==> src/hw/rtl/mecd_pkg.sv <==
// Shared types, codes and constants for the multi-encoding code point decoder.
// No dependencies; every other file refers to this package by scoped names.
package mecd_pkg;

    // Encoding selections held in the mode register
    localparam logic [2:0] MODE_UTF8     = 3'd0;
    localparam logic [2:0] MODE_UTF16_LE = 3'd1;
    localparam logic [2:0] MODE_UTF16_BE = 3'd2;
    localparam logic [2:0] MODE_UTF32_LE = 3'd3;
    localparam logic [2:0] MODE_UTF32_BE = 3'd4;
    localparam logic [2:0] MODE_WIN1252  = 3'd5;

    // Configuration register indexes (byte address / 4)
    localparam logic REG_ENCODING_MODE = 1'b0;

    // Code point constants
    localparam logic [20:0] CP_REPLACEMENT = 21'h00FFFD;
    localparam logic [31:0] CP_MAX         = 32'h0010FFFF;
    localparam logic [20:0] CP_SUPP_BASE   = 21'h010000;

    // Minimum-value classes for the range check in the back end
    localparam logic [1:0] MIN_NONE  = 2'd0;
    localparam logic [1:0] MIN_TWO   = 2'd1;
    localparam logic [1:0] MIN_THREE = 2'd2;
    localparam logic [1:0] MIN_FOUR  = 2'd3;

    // Queue between front and back end
    localparam int unsigned FIFO_DEPTH = 4;
    localparam int unsigned FIFO_AW    = $clog2(FIFO_DEPTH);

    // What the back end has to do with a queued transaction
    typedef enum logic [2:0] {
        KIND_DIRECT,    // value is the code point
        KIND_REPL,      // error: emit the replacement character
        KIND_CHECK,     // range, surrogate and overlong check on value
        KIND_PAIR,      // combine surrogate pair bits held in value[19:0]
        KIND_WIN1252    // table lookup on value[4:0]
    } kind_t;

    typedef struct packed {
        kind_t       kind;
        logic [31:0] value;
        logic [1:0]  min_class;
    } rec_t;

    // Configuration to the front end
    typedef struct packed {
        logic [2:0] mode;
        logic       clear;
    } cfg_ctrl_t;

    // Windows-1252 mapping for bytes 0x80 to 0x9F
    function automatic logic [15:0] win1252_hi(input logic [4:0] idx);
        logic [15:0] cp;
        case (idx)
            5'd0:  cp = 16'h20AC;
            5'd1:  cp = 16'h0081;
            5'd2:  cp = 16'h201A;
            5'd3:  cp = 16'h0192;
            5'd4:  cp = 16'h201E;
            5'd5:  cp = 16'h2026;
            5'd6:  cp = 16'h2020;
            5'd7:  cp = 16'h2021;
            5'd8:  cp = 16'h02C6;
            5'd9:  cp = 16'h2030;
            5'd10: cp = 16'h0160;
            5'd11: cp = 16'h2039;
            5'd12: cp = 16'h0152;
            5'd13: cp = 16'h008D;
            5'd14: cp = 16'h017D;
            5'd15: cp = 16'h008F;
            5'd16: cp = 16'h0090;
            5'd17: cp = 16'h2018;
            5'd18: cp = 16'h2019;
            5'd19: cp = 16'h201C;
            5'd20: cp = 16'h201D;
            5'd21: cp = 16'h2022;
            5'd22: cp = 16'h2013;
            5'd23: cp = 16'h2014;
            5'd24: cp = 16'h02DC;
            5'd25: cp = 16'h2122;
            5'd26: cp = 16'h0161;
            5'd27: cp = 16'h203A;
            5'd28: cp = 16'h0153;
            5'd29: cp = 16'h009D;
            5'd30: cp = 16'h017E;
            default: cp = 16'h0178;
        endcase
        return cp;
    endfunction

endpackage

==> src/hw/rtl/mecd_cfg.sv <==
// APB-style configuration port holding the encoding mode register.
// Depends on mecd_pkg for register indexes and the control struct.
module mecd_cfg
(
    input  logic                  clk,
    input  logic                  rst_n,
    input  logic                  psel,
    input  logic                  penable,
    input  logic                  pwrite,
    input  logic [2:0]            paddr,
    input  logic [31:0]           pwdata,
    output logic [31:0]           prdata,
    output logic                  pready,
    output mecd_pkg::cfg_ctrl_t   ctrl
);

    logic       mode_hit;
    logic       mode_wr;
    logic [2:0] mode_reg;
    logic [2:0] mode_next;

    // Byte offset bits are ignored; paddr[2] selects the register
    assign mode_hit  = (paddr[2] == mecd_pkg::REG_ENCODING_MODE);
    assign pready    = 1'b1;
    assign mode_wr   = psel && penable && pwrite && pready && mode_hit;
    assign mode_next = mode_wr ? pwdata[2:0] : mode_reg;

    always_ff @(posedge clk or negedge rst_n)
    begin
        if (!rst_n)
        begin
            mode_reg <= mecd_pkg::MODE_UTF8;
        end
        else
        begin
            mode_reg <= mode_next;
        end
    end

    // Read back
    assign prdata = mode_hit ? {29'd0, mode_reg} : 32'd0;

    // A mode write wipes any partly decoded sequence
    assign ctrl.mode  = mode_reg;
    assign ctrl.clear = mode_wr;

endmodule

==> src/hw/rtl/mecd_front.sv <==
// Front end: accepts bytes, gathers units and sequences, classifies them into
// queue transactions for the back end. Depends on mecd_pkg.
module mecd_front
(
    input  logic                  clk,
    input  logic                  rst_n,
    input  mecd_pkg::cfg_ctrl_t   ctrl,
    input  logic                  accept,
    input  logic                  cmd,
    input  logic [7:0]            data_byte,
    output logic                  rec_push,
    output mecd_pkg::rec_t        rec
);

    logic [31:0] unit_bytes_reg, unit_bytes_next;
    logic [1:0]  unit_cnt_reg, unit_cnt_next;
    logic [9:0]  high_sur_reg, high_sur_next;
    logic        have_high_reg, have_high_next;
    logic [20:0] acc_reg, acc_next;
    logic [1:0]  remain_reg, remain_next;
    logic [1:0]  len_class_reg, len_class_next;

    logic [15:0] unit16;
    logic [20:0] acc_shift;
    logic [1:0]  remain_dec;
    logic [31:0] u32_le;
    logic [31:0] u32_be;

    // Datapath helpers
    assign unit16     = (ctrl.mode == mecd_pkg::MODE_UTF16_LE)
                        ? {data_byte, unit_bytes_reg[7:0]}
                        : {unit_bytes_reg[7:0], data_byte};
    assign acc_shift  = {acc_reg[14:0], data_byte[5:0]};
    assign remain_dec = remain_reg - 2'd1;
    assign u32_be     = {unit_bytes_reg[23:0], data_byte};

    always_comb
    begin
        u32_le = unit_bytes_reg;
        u32_le[{unit_cnt_reg, 3'b000} +: 8] = data_byte;
    end

    // Decode state update and classification
    always_comb
    begin
        unit_bytes_next = unit_bytes_reg;
        unit_cnt_next   = unit_cnt_reg;
        high_sur_next   = high_sur_reg;
        have_high_next  = have_high_reg;
        acc_next        = acc_reg;
        remain_next     = remain_reg;
        len_class_next  = len_class_reg;
        rec_push        = 1'b0;
        rec.kind        = mecd_pkg::KIND_DIRECT;
        rec.value       = {24'd0, data_byte};
        rec.min_class   = mecd_pkg::MIN_NONE;

        if (ctrl.clear || (accept && cmd))
        begin
            unit_bytes_next = '0;
            unit_cnt_next   = '0;
            high_sur_next   = '0;
            have_high_next  = 1'b0;
            acc_next        = '0;
            remain_next     = '0;
            len_class_next  = '0;
            // flush of an unfinished sequence or dangling high surrogate
            if (!ctrl.clear &&
                (((ctrl.mode == mecd_pkg::MODE_UTF8) && (remain_reg != 2'd0)) ||
                 (((ctrl.mode == mecd_pkg::MODE_UTF16_LE) ||
                   (ctrl.mode == mecd_pkg::MODE_UTF16_BE)) && have_high_reg)))
            begin
                rec_push = 1'b1;
                rec.kind = mecd_pkg::KIND_REPL;
            end
        end
        else if (accept)
        begin
            case (ctrl.mode)
                mecd_pkg::MODE_UTF8:
                begin
                    if (remain_reg == 2'd0)
                    begin
                        if (data_byte inside {[8'h00:8'h7F]})
                        begin
                            rec_push = 1'b1;
                        end
                        else if (data_byte inside {[8'hC2:8'hDF]})
                        begin
                            acc_next       = {16'd0, data_byte[4:0]};
                            len_class_next = mecd_pkg::MIN_TWO;
                            remain_next    = 2'd1;
                        end
                        else if (data_byte inside {[8'hE0:8'hEF]})
                        begin
                            acc_next       = {17'd0, data_byte[3:0]};
                            len_class_next = mecd_pkg::MIN_THREE;
                            remain_next    = 2'd2;
                        end
                        else if (data_byte inside {[8'hF0:8'hF4]})
                        begin
                            acc_next       = {18'd0, data_byte[2:0]};
                            len_class_next = mecd_pkg::MIN_FOUR;
                            remain_next    = 2'd3;
                        end
                        else
                        begin
                            rec_push = 1'b1;
                            rec.kind = mecd_pkg::KIND_REPL;
                        end
                    end
                    else if (data_byte[7:6] != 2'b10)
                    begin
                        // bad continuation: abandon the sequence
                        acc_next       = '0;
                        remain_next    = '0;
                        len_class_next = '0;
                        rec_push       = 1'b1;
                        rec.kind       = mecd_pkg::KIND_REPL;
                    end
                    else if (remain_dec != 2'd0)
                    begin
                        acc_next    = acc_shift;
                        remain_next = remain_dec;
                    end
                    else
                    begin
                        acc_next       = '0;
                        remain_next    = '0;
                        len_class_next = '0;
                        rec_push       = 1'b1;
                        rec.kind       = mecd_pkg::KIND_CHECK;
                        rec.value      = {11'd0, acc_shift};
                        rec.min_class  = len_class_reg;
                    end
                end

                mecd_pkg::MODE_UTF16_LE, mecd_pkg::MODE_UTF16_BE:
                begin
                    if (unit_cnt_reg == 2'd0)
                    begin
                        unit_bytes_next = {24'd0, data_byte};
                        unit_cnt_next   = 2'd1;
                    end
                    else
                    begin
                        unit_bytes_next = '0;
                        unit_cnt_next   = '0;
                        if (have_high_reg)
                        begin
                            have_high_next = 1'b0;
                            high_sur_next  = '0;
                            rec_push       = 1'b1;
                            if (unit16 inside {[16'hDC00:16'hDFFF]})
                            begin
                                rec.kind  = mecd_pkg::KIND_PAIR;
                                rec.value = {12'd0, high_sur_reg, unit16[9:0]};
                            end
                            else
                            begin
                                rec.kind = mecd_pkg::KIND_REPL;
                            end
                        end
                        else if (unit16 inside {[16'hD800:16'hDBFF]})
                        begin
                            high_sur_next  = unit16[9:0];
                            have_high_next = 1'b1;
                        end
                        else if (unit16 inside {[16'hDC00:16'hDFFF]})
                        begin
                            rec_push = 1'b1;
                            rec.kind = mecd_pkg::KIND_REPL;
                        end
                        else
                        begin
                            rec_push  = 1'b1;
                            rec.value = {16'd0, unit16};
                        end
                    end
                end

                mecd_pkg::MODE_UTF32_LE, mecd_pkg::MODE_UTF32_BE:
                begin
                    if (unit_cnt_reg != 2'd3)
                    begin
                        unit_bytes_next = (ctrl.mode == mecd_pkg::MODE_UTF32_LE)
                                          ? u32_le : u32_be;
                        unit_cnt_next   = unit_cnt_reg + 2'd1;
                    end
                    else
                    begin
                        unit_bytes_next = '0;
                        unit_cnt_next   = '0;
                        rec_push        = 1'b1;
                        rec.kind        = mecd_pkg::KIND_CHECK;
                        rec.value       = (ctrl.mode == mecd_pkg::MODE_UTF32_LE)
                                          ? u32_le : u32_be;
                    end
                end

                default:
                begin
                    // Windows-1252, also used for the spare mode codes
                    rec_push = 1'b1;
                    if (data_byte inside {[8'h80:8'h9F]})
                    begin
                        rec.kind = mecd_pkg::KIND_WIN1252;
                    end
                end
            endcase
        end
    end

    // State registers
    always_ff @(posedge clk or negedge rst_n)
    begin
        if (!rst_n)
        begin
            unit_bytes_reg <= '0;
            unit_cnt_reg   <= '0;
            high_sur_reg   <= '0;
            have_high_reg  <= 1'b0;
            acc_reg        <= '0;
            remain_reg     <= '0;
            len_class_reg  <= '0;
        end
        else
        begin
            unit_bytes_reg <= unit_bytes_next;
            unit_cnt_reg   <= unit_cnt_next;
            high_sur_reg   <= high_sur_next;
            have_high_reg  <= have_high_next;
            acc_reg        <= acc_next;
            remain_reg     <= remain_next;
            len_class_reg  <= len_class_next;
        end
    end

    // A UTF-8 sequence never expects more continuation bytes than its lead set
    a_remain_le_class: assert property (@(posedge clk) disable iff (!rst_n)
        remain_reg <= len_class_reg)
        else $error("utf8 remaining count exceeds sequence length");

endmodule

==> src/hw/rtl/mecd_fifo.sv <==
// Short flop-based queue of classified transactions between front and back.
// Depends on mecd_pkg for the record type and depth.
module mecd_fifo
(
    input  logic              clk,
    input  logic              rst_n,
    input  logic              wr_en,
    input  mecd_pkg::rec_t    wr_data,
    input  logic              rd_en,
    output mecd_pkg::rec_t    rd_data,
    output logic              not_empty,
    output logic              is_full
);

    localparam logic [mecd_pkg::FIFO_AW:0] DEPTH_CNT =
        (mecd_pkg::FIFO_AW + 1)'(mecd_pkg::FIFO_DEPTH);

    mecd_pkg::rec_t               mem_reg [mecd_pkg::FIFO_DEPTH];
    logic [mecd_pkg::FIFO_AW-1:0] wr_ptr_reg, wr_ptr_next;
    logic [mecd_pkg::FIFO_AW-1:0] rd_ptr_reg, rd_ptr_next;
    logic [mecd_pkg::FIFO_AW:0]   count_reg, count_next;

    assign not_empty = (count_reg != '0);
    assign is_full   = (count_reg == DEPTH_CNT);
    assign rd_data   = mem_reg[rd_ptr_reg];

    // Pointer and fill count
    always_comb
    begin
        wr_ptr_next = wr_en ? wr_ptr_reg + 1'b1 : wr_ptr_reg;
        rd_ptr_next = rd_en ? rd_ptr_reg + 1'b1 : rd_ptr_reg;
        count_next  = count_reg;
        if (wr_en && !rd_en)
        begin
            count_next = count_reg + 1'b1;
        end
        else if (rd_en && !wr_en)
        begin
            count_next = count_reg - 1'b1;
        end
    end

    always_ff @(posedge clk or negedge rst_n)
    begin
        if (!rst_n)
        begin
            wr_ptr_reg <= '0;
            rd_ptr_reg <= '0;
            count_reg  <= '0;
        end
        else
        begin
            wr_ptr_reg <= wr_ptr_next;
            rd_ptr_reg <= rd_ptr_next;
            count_reg  <= count_next;
        end
    end

    // Storage, no reset needed
    always_ff @(posedge clk)
    begin
        if (wr_en)
        begin
            mem_reg[wr_ptr_reg] <= wr_data;
        end
    end

    a_no_overflow: assert property (@(posedge clk) disable iff (!rst_n)
        !(wr_en && is_full && !rd_en))
        else $error("transaction queue overflow");

    a_no_underflow: assert property (@(posedge clk) disable iff (!rst_n)
        !(rd_en && !not_empty))
        else $error("transaction queue underflow");

endmodule

==> src/hw/rtl/mecd_back.sv <==
// Back end: range checks, surrogate pairing and table lookup, then the result
// register that faces the consumer. Depends on mecd_pkg.
module mecd_back
(
    input  logic              clk,
    input  logic              rst_n,
    input  mecd_pkg::rec_t    head,
    input  logic              head_valid,
    output logic              head_take,
    input  logic              pop,
    output logic              empty,
    output logic [20:0]       code_point,
    output logic              replaced
);

    logic        out_valid_reg, out_valid_next;
    logic [20:0] cp_reg, cp_next;
    logic        repl_reg, repl_next;
    logic [31:0] min_val;
    logic        bad;

    // Result register is free, or is being emptied this cycle
    assign head_take = head_valid && (!out_valid_reg || pop);

    always_comb
    begin
        case (head.min_class)
            mecd_pkg::MIN_TWO:   min_val = 32'h0000_0080;
            mecd_pkg::MIN_THREE: min_val = 32'h0000_0800;
            mecd_pkg::MIN_FOUR:  min_val = 32'h0001_0000;
            default:             min_val = 32'h0000_0000;
        endcase
    end

    assign bad = (head.value < min_val) || (head.value > mecd_pkg::CP_MAX) ||
                 (head.value inside {[32'hD800:32'hDFFF]});

    // Final code point for the queued transaction
    always_comb
    begin
        cp_next   = head.value[20:0];
        repl_next = 1'b0;
        case (head.kind)
            mecd_pkg::KIND_DIRECT:
            begin
                cp_next = head.value[20:0];
            end
            mecd_pkg::KIND_REPL:
            begin
                cp_next   = mecd_pkg::CP_REPLACEMENT;
                repl_next = 1'b1;
            end
            mecd_pkg::KIND_CHECK:
            begin
                cp_next   = bad ? mecd_pkg::CP_REPLACEMENT : head.value[20:0];
                repl_next = bad;
            end
            mecd_pkg::KIND_PAIR:
            begin
                cp_next = mecd_pkg::CP_SUPP_BASE + {1'b0, head.value[19:0]};
            end
            mecd_pkg::KIND_WIN1252:
            begin
                cp_next = {5'd0, mecd_pkg::win1252_hi(head.value[4:0])};
            end
            default:
            begin
                cp_next   = mecd_pkg::CP_REPLACEMENT;
                repl_next = 1'b1;
            end
        endcase
    end

    assign out_valid_next = head_take ? 1'b1 : (pop ? 1'b0 : out_valid_reg);

    always_ff @(posedge clk or negedge rst_n)
    begin
        if (!rst_n)
        begin
            out_valid_reg <= 1'b0;
        end
        else
        begin
            out_valid_reg <= out_valid_next;
        end
    end

    always_ff @(posedge clk)
    begin
        if (head_take)
        begin
            cp_reg   <= cp_next;
            repl_reg <= repl_next;
        end
    end

    assign empty      = !out_valid_reg;
    assign code_point = cp_reg;
    assign replaced   = repl_reg;

    // An error result always carries the replacement character
    a_repl_value: assert property (@(posedge clk) disable iff (!rst_n)
        (out_valid_reg && repl_reg) |-> (cp_reg == mecd_pkg::CP_REPLACEMENT))
        else $error("replaced result without U+FFFD");

    // Delivered code points are Unicode scalar values
    a_scalar: assert property (@(posedge clk) disable iff (!rst_n)
        out_valid_reg |-> ((cp_reg <= 21'h10FFFF) &&
                           !((cp_reg >= 21'h00D800) && (cp_reg <= 21'h00DFFF))))
        else $error("result is not a scalar value");

endmodule

==> src/hw/rtl/multi_encoding_codepoint_decoder_top.sv <==
// A byte that completes a character is written to the queue at its accepting edge
// and moves to the result register once that register is free or being popped.
// Throughput: one byte per cycle while full is low; full rises only when the four-entry
// transaction queue is filled behind a consumer that does not pop.
// Reset (rst_n low, asynchronous) clears all decode state, empties the queue
// and the result register, and selects UTF-8. Top level: instantiates mecd_*.
module multi_encoding_codepoint_decoder_top
(
    input  logic        clk,
    input  logic        rst_n,
    // configuration
    input  logic        psel,
    input  logic        penable,
    input  logic        pwrite,
    input  logic [2:0]  paddr,
    input  logic [31:0] pwdata,
    output logic [31:0] prdata,
    output logic        pready,
    // byte input
    input  logic        push,
    output logic        full,
    input  logic        cmd,
    input  logic [7:0]  data_byte,
    // code point output
    output logic        empty,
    input  logic        pop,
    output logic [20:0] code_point,
    output logic        replaced
);

    mecd_pkg::cfg_ctrl_t ctrl;
    mecd_pkg::rec_t      rec;
    mecd_pkg::rec_t      head;
    logic                accept;
    logic                rec_push;
    logic                head_valid;
    logic                head_take;
    logic                q_full;

    assign full   = q_full;
    assign accept = push && !q_full;

    mecd_cfg u_cfg
    (
        .clk     (clk),
        .rst_n   (rst_n),
        .psel    (psel),
        .penable (penable),
        .pwrite  (pwrite),
        .paddr   (paddr),
        .pwdata  (pwdata),
        .prdata  (prdata),
        .pready  (pready),
        .ctrl    (ctrl)
    );

    mecd_front u_front
    (
        .clk       (clk),
        .rst_n     (rst_n),
        .ctrl      (ctrl),
        .accept    (accept),
        .cmd       (cmd),
        .data_byte (data_byte),
        .rec_push  (rec_push),
        .rec       (rec)
    );

    mecd_fifo u_fifo
    (
        .clk       (clk),
        .rst_n     (rst_n),
        .wr_en     (rec_push),
        .wr_data   (rec),
        .rd_en     (head_take),
        .rd_data   (head),
        .not_empty (head_valid),
        .is_full   (q_full)
    );

    mecd_back u_back
    (
        .clk        (clk),
        .rst_n      (rst_n),
        .head       (head),
        .head_valid (head_valid),
        .head_take  (head_take),
        .pop        (pop),
        .empty      (empty),
        .code_point (code_point),
        .replaced   (replaced)
    );

endmodule

==> config.mk <==
export PLATFORM = sky130hd
export DESIGN_NAME = multi_encoding_codepoint_decoder_top
export DESIGN_NICKNAME = d
export VERILOG_FILES = /design/src/hw/rtl/mecd_pkg.sv /design/src/hw/rtl/mecd_cfg.sv /design/src/hw/rtl/mecd_front.sv /design/src/hw/rtl/mecd_fifo.sv /design/src/hw/rtl/mecd_back.sv /design/src/hw/rtl/multi_encoding_codepoint_decoder_top.sv
export SDC_FILE = /design/constraint.sdc
export NUM_CORES = 1
export LEC_CHECK = 0
export BUFFER_PORTS_ARGS = -buffer_cell sky130_fd_sc_hd__clkbuf_2
export CAP_MARGIN = 10
export CELL_PAD_IN_SITES_DETAIL_PLACEMENT = 0
export CELL_PAD_IN_SITES_GLOBAL_PLACEMENT = 1
export CORE_MARGIN = 2
export CORE_UTILIZATION = 45
export CTS_CLUSTER_SIZE = 24
export DETAILED_ROUTE_END_ITERATION = 12
export PLACE_DENSITY_LB_ADDON = 0.1
export SLEW_MARGIN = 20
export SYNTH_ARGS = -nofsm -noshare
export SYNTH_HDL_FRONTEND = slang
export SYNTH_HIERARCHICAL = 1
export SYNTH_SLANG_ARGS = --single-unit
==> constraint.sdc <==
create_clock -name clk -period 4.28 [get_ports clk]
set_input_delay 0.642 -clock clk [delete_from_list [all_inputs] [get_ports clk]]
set_output_delay 0.642 -clock clk [all_outputs]
set_load 0.005 [all_outputs]
# --- Yosys cells after proc, flatten, opt, wreduce, memory -nomap -nowiden ---
# Memories as Yosys holds them, arrays and structs flattened.
# Cells that the tools add are included.
classes:
  reduce_logical: 52
  n_bitwise: 1
  shifts: 2
  addsub: 8
  n_eq_ne: 17
  order_cmp: 18
  muxes: 102
ops:
  columns: ["op", "count"]
  rows:
  - ["$mux 15", 10]
  - ["$mux 34", 4]
  - ["$mux 32", 4]
  - ["$pmux 32 s3", 1]
  - ["$pmux 21 s4", 1]
  - ["$mux 35", 2]
  - ["$pmux 32 s2", 1]
  - ["$mux 10", 6]
  - ["$pmux 17 s3", 1]
  - ["$mux 2", 21]
  - ["$mux 37", 1]
  - ["$mux 36", 1]
  - ["$mux 33", 1]
  - ["$bwmux 32", 1]
  - ["$ge 16x16->1 const B", 2]
  - ["$ge 32x16->1 const B", 1]
  - ["$ge 8x8->1 const B", 4]
  - ["$gt 32x21->1 const B", 1]
  - ["$le 16x16->1 const B", 2]
  - ["$le 32x16->1 const B", 1]
  - ["$le 8x8->1 const B", 4]
  - ["$lt 32x17->1", 1]
  - ["$mux 16", 2]
  - ["$shift 8x7->32 const A", 1]
  - ["42 further kinds", 126]
totals:
  input_bits: 51
  memories: 2
  ram_bits: 148
  wordCells: 216
  out_inout_bits: 57
  mem_bits_ro: 352
  ff_bits: 97
mem_list:
  columns: ["memory", "words", "word_bits", "read_ports", "rd_clocked_by_memory_dff", "write_ports", "line", "rtl"]
  rows:
  - ["(no name shown)", 32, 11, 1, 0, 0, "mecd_pkg.sv:55", "case (idx)"]
  - ["u_fifo.mem_reg", 4, 37, 1, 0, 1, "mecd_fifo.sv:18", "mecd_pkg::rec_t mem_reg [mecd_pkg::FIFO_DEPTH];"]

# --- Depth between registers and ports, before layout ---
depth:
  word_depth: 14
  mapped_depth: 14

# --- By module ---
# The synthesis kept the hierarchy.
by_module_without_submodules:
  columns: ["mod", "area_each_um2", "seq_area_each_um2", "cells_per_inst", "n_inst"]
  rows:
  - ["mecd_fifo", 5725.5, 4619.4, 227, 1]
  - ["mecd_front", 4843.4, 1601.5, 591, 1]
  - ["mecd_back", 1919.3, 685.7, 203, 1]
  - ["mecd_cfg", 414.1, 75.1, 44, 1]
  - ["multi_encoding_codepoint_decoder_top", 13.8, 0.0, 1, 1]

# --- Worst setup path before layout ---
# OpenSTA, ideal clock, no wires.
synth_path:
  path_type: "input -> register"
  startpoint: "input data_byte[4]"
  endpoint: "memory u_fifo/mem_reg[1][0] in the netlist's numbering (enable)"
  arrival_time_ns: 2.898
  setup_slack_ns: 0.984
  stages: 6
  path_cell_list: "nor4_1 nand2b_1 a41oi_1 o21bai_1 nand3_1 and2_1"
synth_via:
  elab_chain_cells: 12
  word_cells_on_any_way: 29
  classes_between: "order compare (10); mux (14); reduce/logical (5)"
synth_rtl:
  columns: ["item", "line", "rtl"]
  rows:
  - ["start: declaration", "multi_encoding_codepoint_decoder_top.sv:23", "input logic [7:0] data_byte,"]
  - ["$ge 8x8->1 / $le 8x8->1 (equally long branches)", "mecd_front.sv:100", "else if (data_byte inside {[8'hF0:8'hF4]})"]
  - ["$logic_and 1x1->1", "mecd_front.sv:100", null]
  - ["$mux 1", "mecd_front.sv:100", null]
  - ["$mux 1", "mecd_front.sv:94", "else if (data_byte inside {[8'hE0:8'hEF]})"]
  - ["$mux 1", "mecd_front.sv:88", "else if (data_byte inside {[8'hC2:8'hDF]})"]
  - ["$mux 1", "mecd_front.sv:84", "if (data_byte inside {[8'h00:8'h7F]})"]
  - ["$mux 1", "mecd_front.sv:82", "if (remain_reg == 2'd0)"]
  - ["$pmux 1 s3 (*)", "mecd_front.sv:79", "case (ctrl.mode)"]
  - ["$mux 1 (*)", "mecd_front.sv:77", "else if (accept)"]
  - ["$mux 1 (*)", "mecd_front.sv:58", "if (ctrl.clear || (accept && cmd))"]
  - ["named net rec_push", "multi_encoding_codepoint_decoder_top.sv:35", "logic rec_push;"]
  - ["$mux 1 (*)", "mecd_fifo.sv:62", "if (wr_en)"]
  - ["$mux 1 (implied by the code) (*)", "mecd_fifo.sv:64", "mem_reg[wr_ptr_reg] <= wr_data;"]
  - ["end: declaration", "mecd_fifo.sv:18", null]
# The timed path passes the listed nets; every way through them passes the cells marked *.

==> flow_summary_export.csv <==
group,metric,value,unit
timing,rsz0062_at_grt,"no",
timing,finalCriticalPeriod,3370,ps
timing,slew_viol_final,0,
detailed_routing,antenna_left,0,
yosys,async_flop_share,30.6,%
clock_tree,post_cts_buffers,0,
clock_tree,clk_pin_slew,60,ps
min_path,hold_path_class,"in -> async",
critical_path,crit_path_max_incr_delay,630,ps
critical_path,critPathMaxFanout,17,
critical_path,crit_arrival,3640,ps
critical_path,worstPathRequired,4540,ps
critical_path,r2r_cells,9,
floorplanning,num_rows,62,
yosys,synth_cells,1066,
layout,antenna_cells,0,
clock_tree,cts_num_sinks,245,
layout,nets,1179,
critical_path,cp-start-kind,"register",
flow_run,cap_violations,0,
placement,place_ws,792,ps
critical_path,cp_cell_sequence,"buf_4 > mux4_2 > inv_1 > ha_1 > nor3b_2 > nor2b_1 > a211o_1 > o21ai_4 > nand3_1",
yosys,ys.flop_type,"edfxtp_1",
critical_path,criticalPathCategory,"reg -> reg",
layout,final_common_cell,"edfxtp_1",
floorplanning,dieArea,30100,um^2
yosys,ys_warn_count,6,
critical_path,slowest_stage,"mux4_2",
placement,dp_hpwl,22400,um
timing,setup_viol,0,
detailed_routing,wl,32700,um
detailed_routing,drc,0,
yosys,yosys.area.top_type,"edfxtp_1",
placement,place.gp.congestion,0.860,
detailed_routing,via_per_inst,5.90,
timing,tightestPinTransition,982,ps
yosys,synth_top_cell_area_share,39.5,%
grt,grt_pass1_wl,51700,um
timing,max_freq,296,MHz
layout,drive_gt1_share,19.9,%
yosys,synth_area_leaders,"edfxtp_1, dfrtp_1, mux4_2, nand2_1, o21ai_0",
grt,grt_overflow,0,
timing,finalHoldViolCount,0,
timing,fin_crit_sh,78.9,%
clock_tree,clock_latency,550,ps
yosys,ys_seq_elements,245,
clock_tree,clock_path_buffers,3,
timing,hold_ws,116,ps
floorplanning,core-area,28500,um^2
placement,place_area,13500,um^2
yosys,synth_area_per_cell,12.1,um^2
critical_path,cpLargestDelayFamily,"compound AO/OA/AOI/OAI gates",
layout,fin_util,50.6,%
grt,grt_max_degree,46,
layout,layout_common_cells,"edfxtp_1, nand2_1, dfrtp_1, o21ai_0, nor2_1",
pwr,leakage,0.00533,uW
floorplanning,start_util,45.4,%
clock_tree,cts_made_buffers,27,
pwr,irDropWorstVdd,0.000306,V
detailed_routing,drtIter0Drc,785,
layout,fill_cells,2542,
yosys,yosysSeqAreaShare,54.1,%
timing,fin_skew,14.0,ps
clock_tree,htreeDepth,1,
pwr,powerDensity,611,nW/um^2
status,status,"completed",
clock_tree,clk_root_buffer_cell,"clkbuf_16",
grt,antenna_found_initial,0,
floorplanning,die_h,173,um
layout,area_growth,11.4,%
timing,maxSlewHeadroom,34.0,%
timing,fin_ws,905,ps
critical_path,crit_cells,9,
detailed_routing,via_count,8891,
layout,largest_reg_flops,148,
yosys,synth_edf_count,170,
yosys,ys_types,98,
clock_tree,cts_tree,"yes",
detailed_routing,firstDrtPassIters,5,
layout,final_cell_area,14400,um^2
clock_tree,post_cts_resized,0,
floorplanning,die_w,173,um
yosys,syn_area,12900,um^2
critical_path,worstPathBufferInverterCount,2,
timing,setup_tns,0,ps
clock_tree,cts_hold_buf,0,
detailed_routing,wl_per_cell,21.7,um
grt,grt_pass1_vias,8661,
grt,grtUsageTotal,21.9,%
critical_path,cp-end-kind,"register",
floorplanning,num_io_pins,108,
placement,place.port_buffers,46,
-- path summary, 6_finish.rpt --
path / from / endpoint / slack, ps
min in group clk: pwdata[1] / u_cfg/mode_reg[1] / 330
max: u_fifo/rd_ptr_reg[0] / u_back/code_point[6] / 910
min reg2reg: u_fifo/count_reg[2] / u_fifo/count_reg[2] / 480
max reg2reg: u_fifo/rd_ptr_reg[0] / u_back/code_point[6] / 910
max in group asynchronous: rst_n / u_fifo/rd_ptr_reg[0] / 3250
min: rst_n / u_front/unit_bytes_reg[20] / 120
-- where the power goes --
group / switching (uW) / total (uW) / internal, uW
clock network: 988 / 2340 / 1360
registers: 241 / 3200 / 2960
logic: 1950 / 3260 / 1310
-- area by class of cell --
cell class | instances | area [um^2] | share of cell area (%)
flip-flops and latches | 245 | 6980 | 48.5
multi-input cells | 711 | 5340 | 37.1
clock buffers | 28 | 679 | 4.72
repair buffers | 84 | 556 | 3.86
well taps | 384 | 480 | 3.34
clock inverters | 22 | 226 | 1.57
inverters | 33 | 124 | 0.861
-- worst reg2reg max path, cell delays in order, from the launching register on --
cell and delay, ps:
dfrtp_2 620, buf_4 350, mux4_2 630, inv_1 110
ha_1 140, nor3b_2 220, nor2b_1 90, a211o_1 320
o21ai_4 470, nand3_1 130
-- cells in the mapped netlist, types with 10 or more instances --
library cell and number:
a211oi_1 10, a221o_1 14, nand2_1 92, mux4_2 38, a221oi_1 16, buf_4 33
inv_1 31, ha_1 25, a22oi_1 13, nor2_1 56, nand3_1 14, clkbuf_1 42
nor3_1 18, a22o_1 19, mux2i_1 13, nand2b_1 14, o22ai_1 15, dfrtp_1 75
o21ai_0 65, o211ai_1 17, edfxtp_1 170, buf_2 22, a32o_1 13, a21oi_1 43
-- logic make-up (layout without fill, tap and decap cells) --
| family | count (synthesis) | after routing | synth area share, % |
|---|---|---|---|
| compound gates | 297 | 297 | 16.5 |
| simple gates | 289 | 289 | 12.1 |
| flops | 245 | 245 | 54.1 |
| buf+inv | 138 | 167 | 5.47 |
| mux | 59 | 59 | 8.52 |
| fa+ha+maj | 26 | 26 | 2.58 |
| xor+xnor | 10 | 10 | 0.678 |
| other cells | 2 | 30 | 0.0581 |
-- metrics by stage --
| stage | std cells | power, uW |
|---|---|---|
| after detailed placement | 1457 | 6510 |
| after floorplan | 1094 | 5600 |
| final | 1507 | 8800 |
| after global placement | 1457 | 6510 |
| after CTS | 1507 | 8870 |
| after global routing | 1507 | 9330 |
-- layer usage --
layer	up-vias	global-route usage (%)	part of all wire (%)
met5	-	0	0
met4	0	5.86	2.2
met3	43	2.46	5.1
met2	262	35.1	47
met1	4447	31.7	45
li1	4139	-	-
Power figures use the tool's default switching activity.
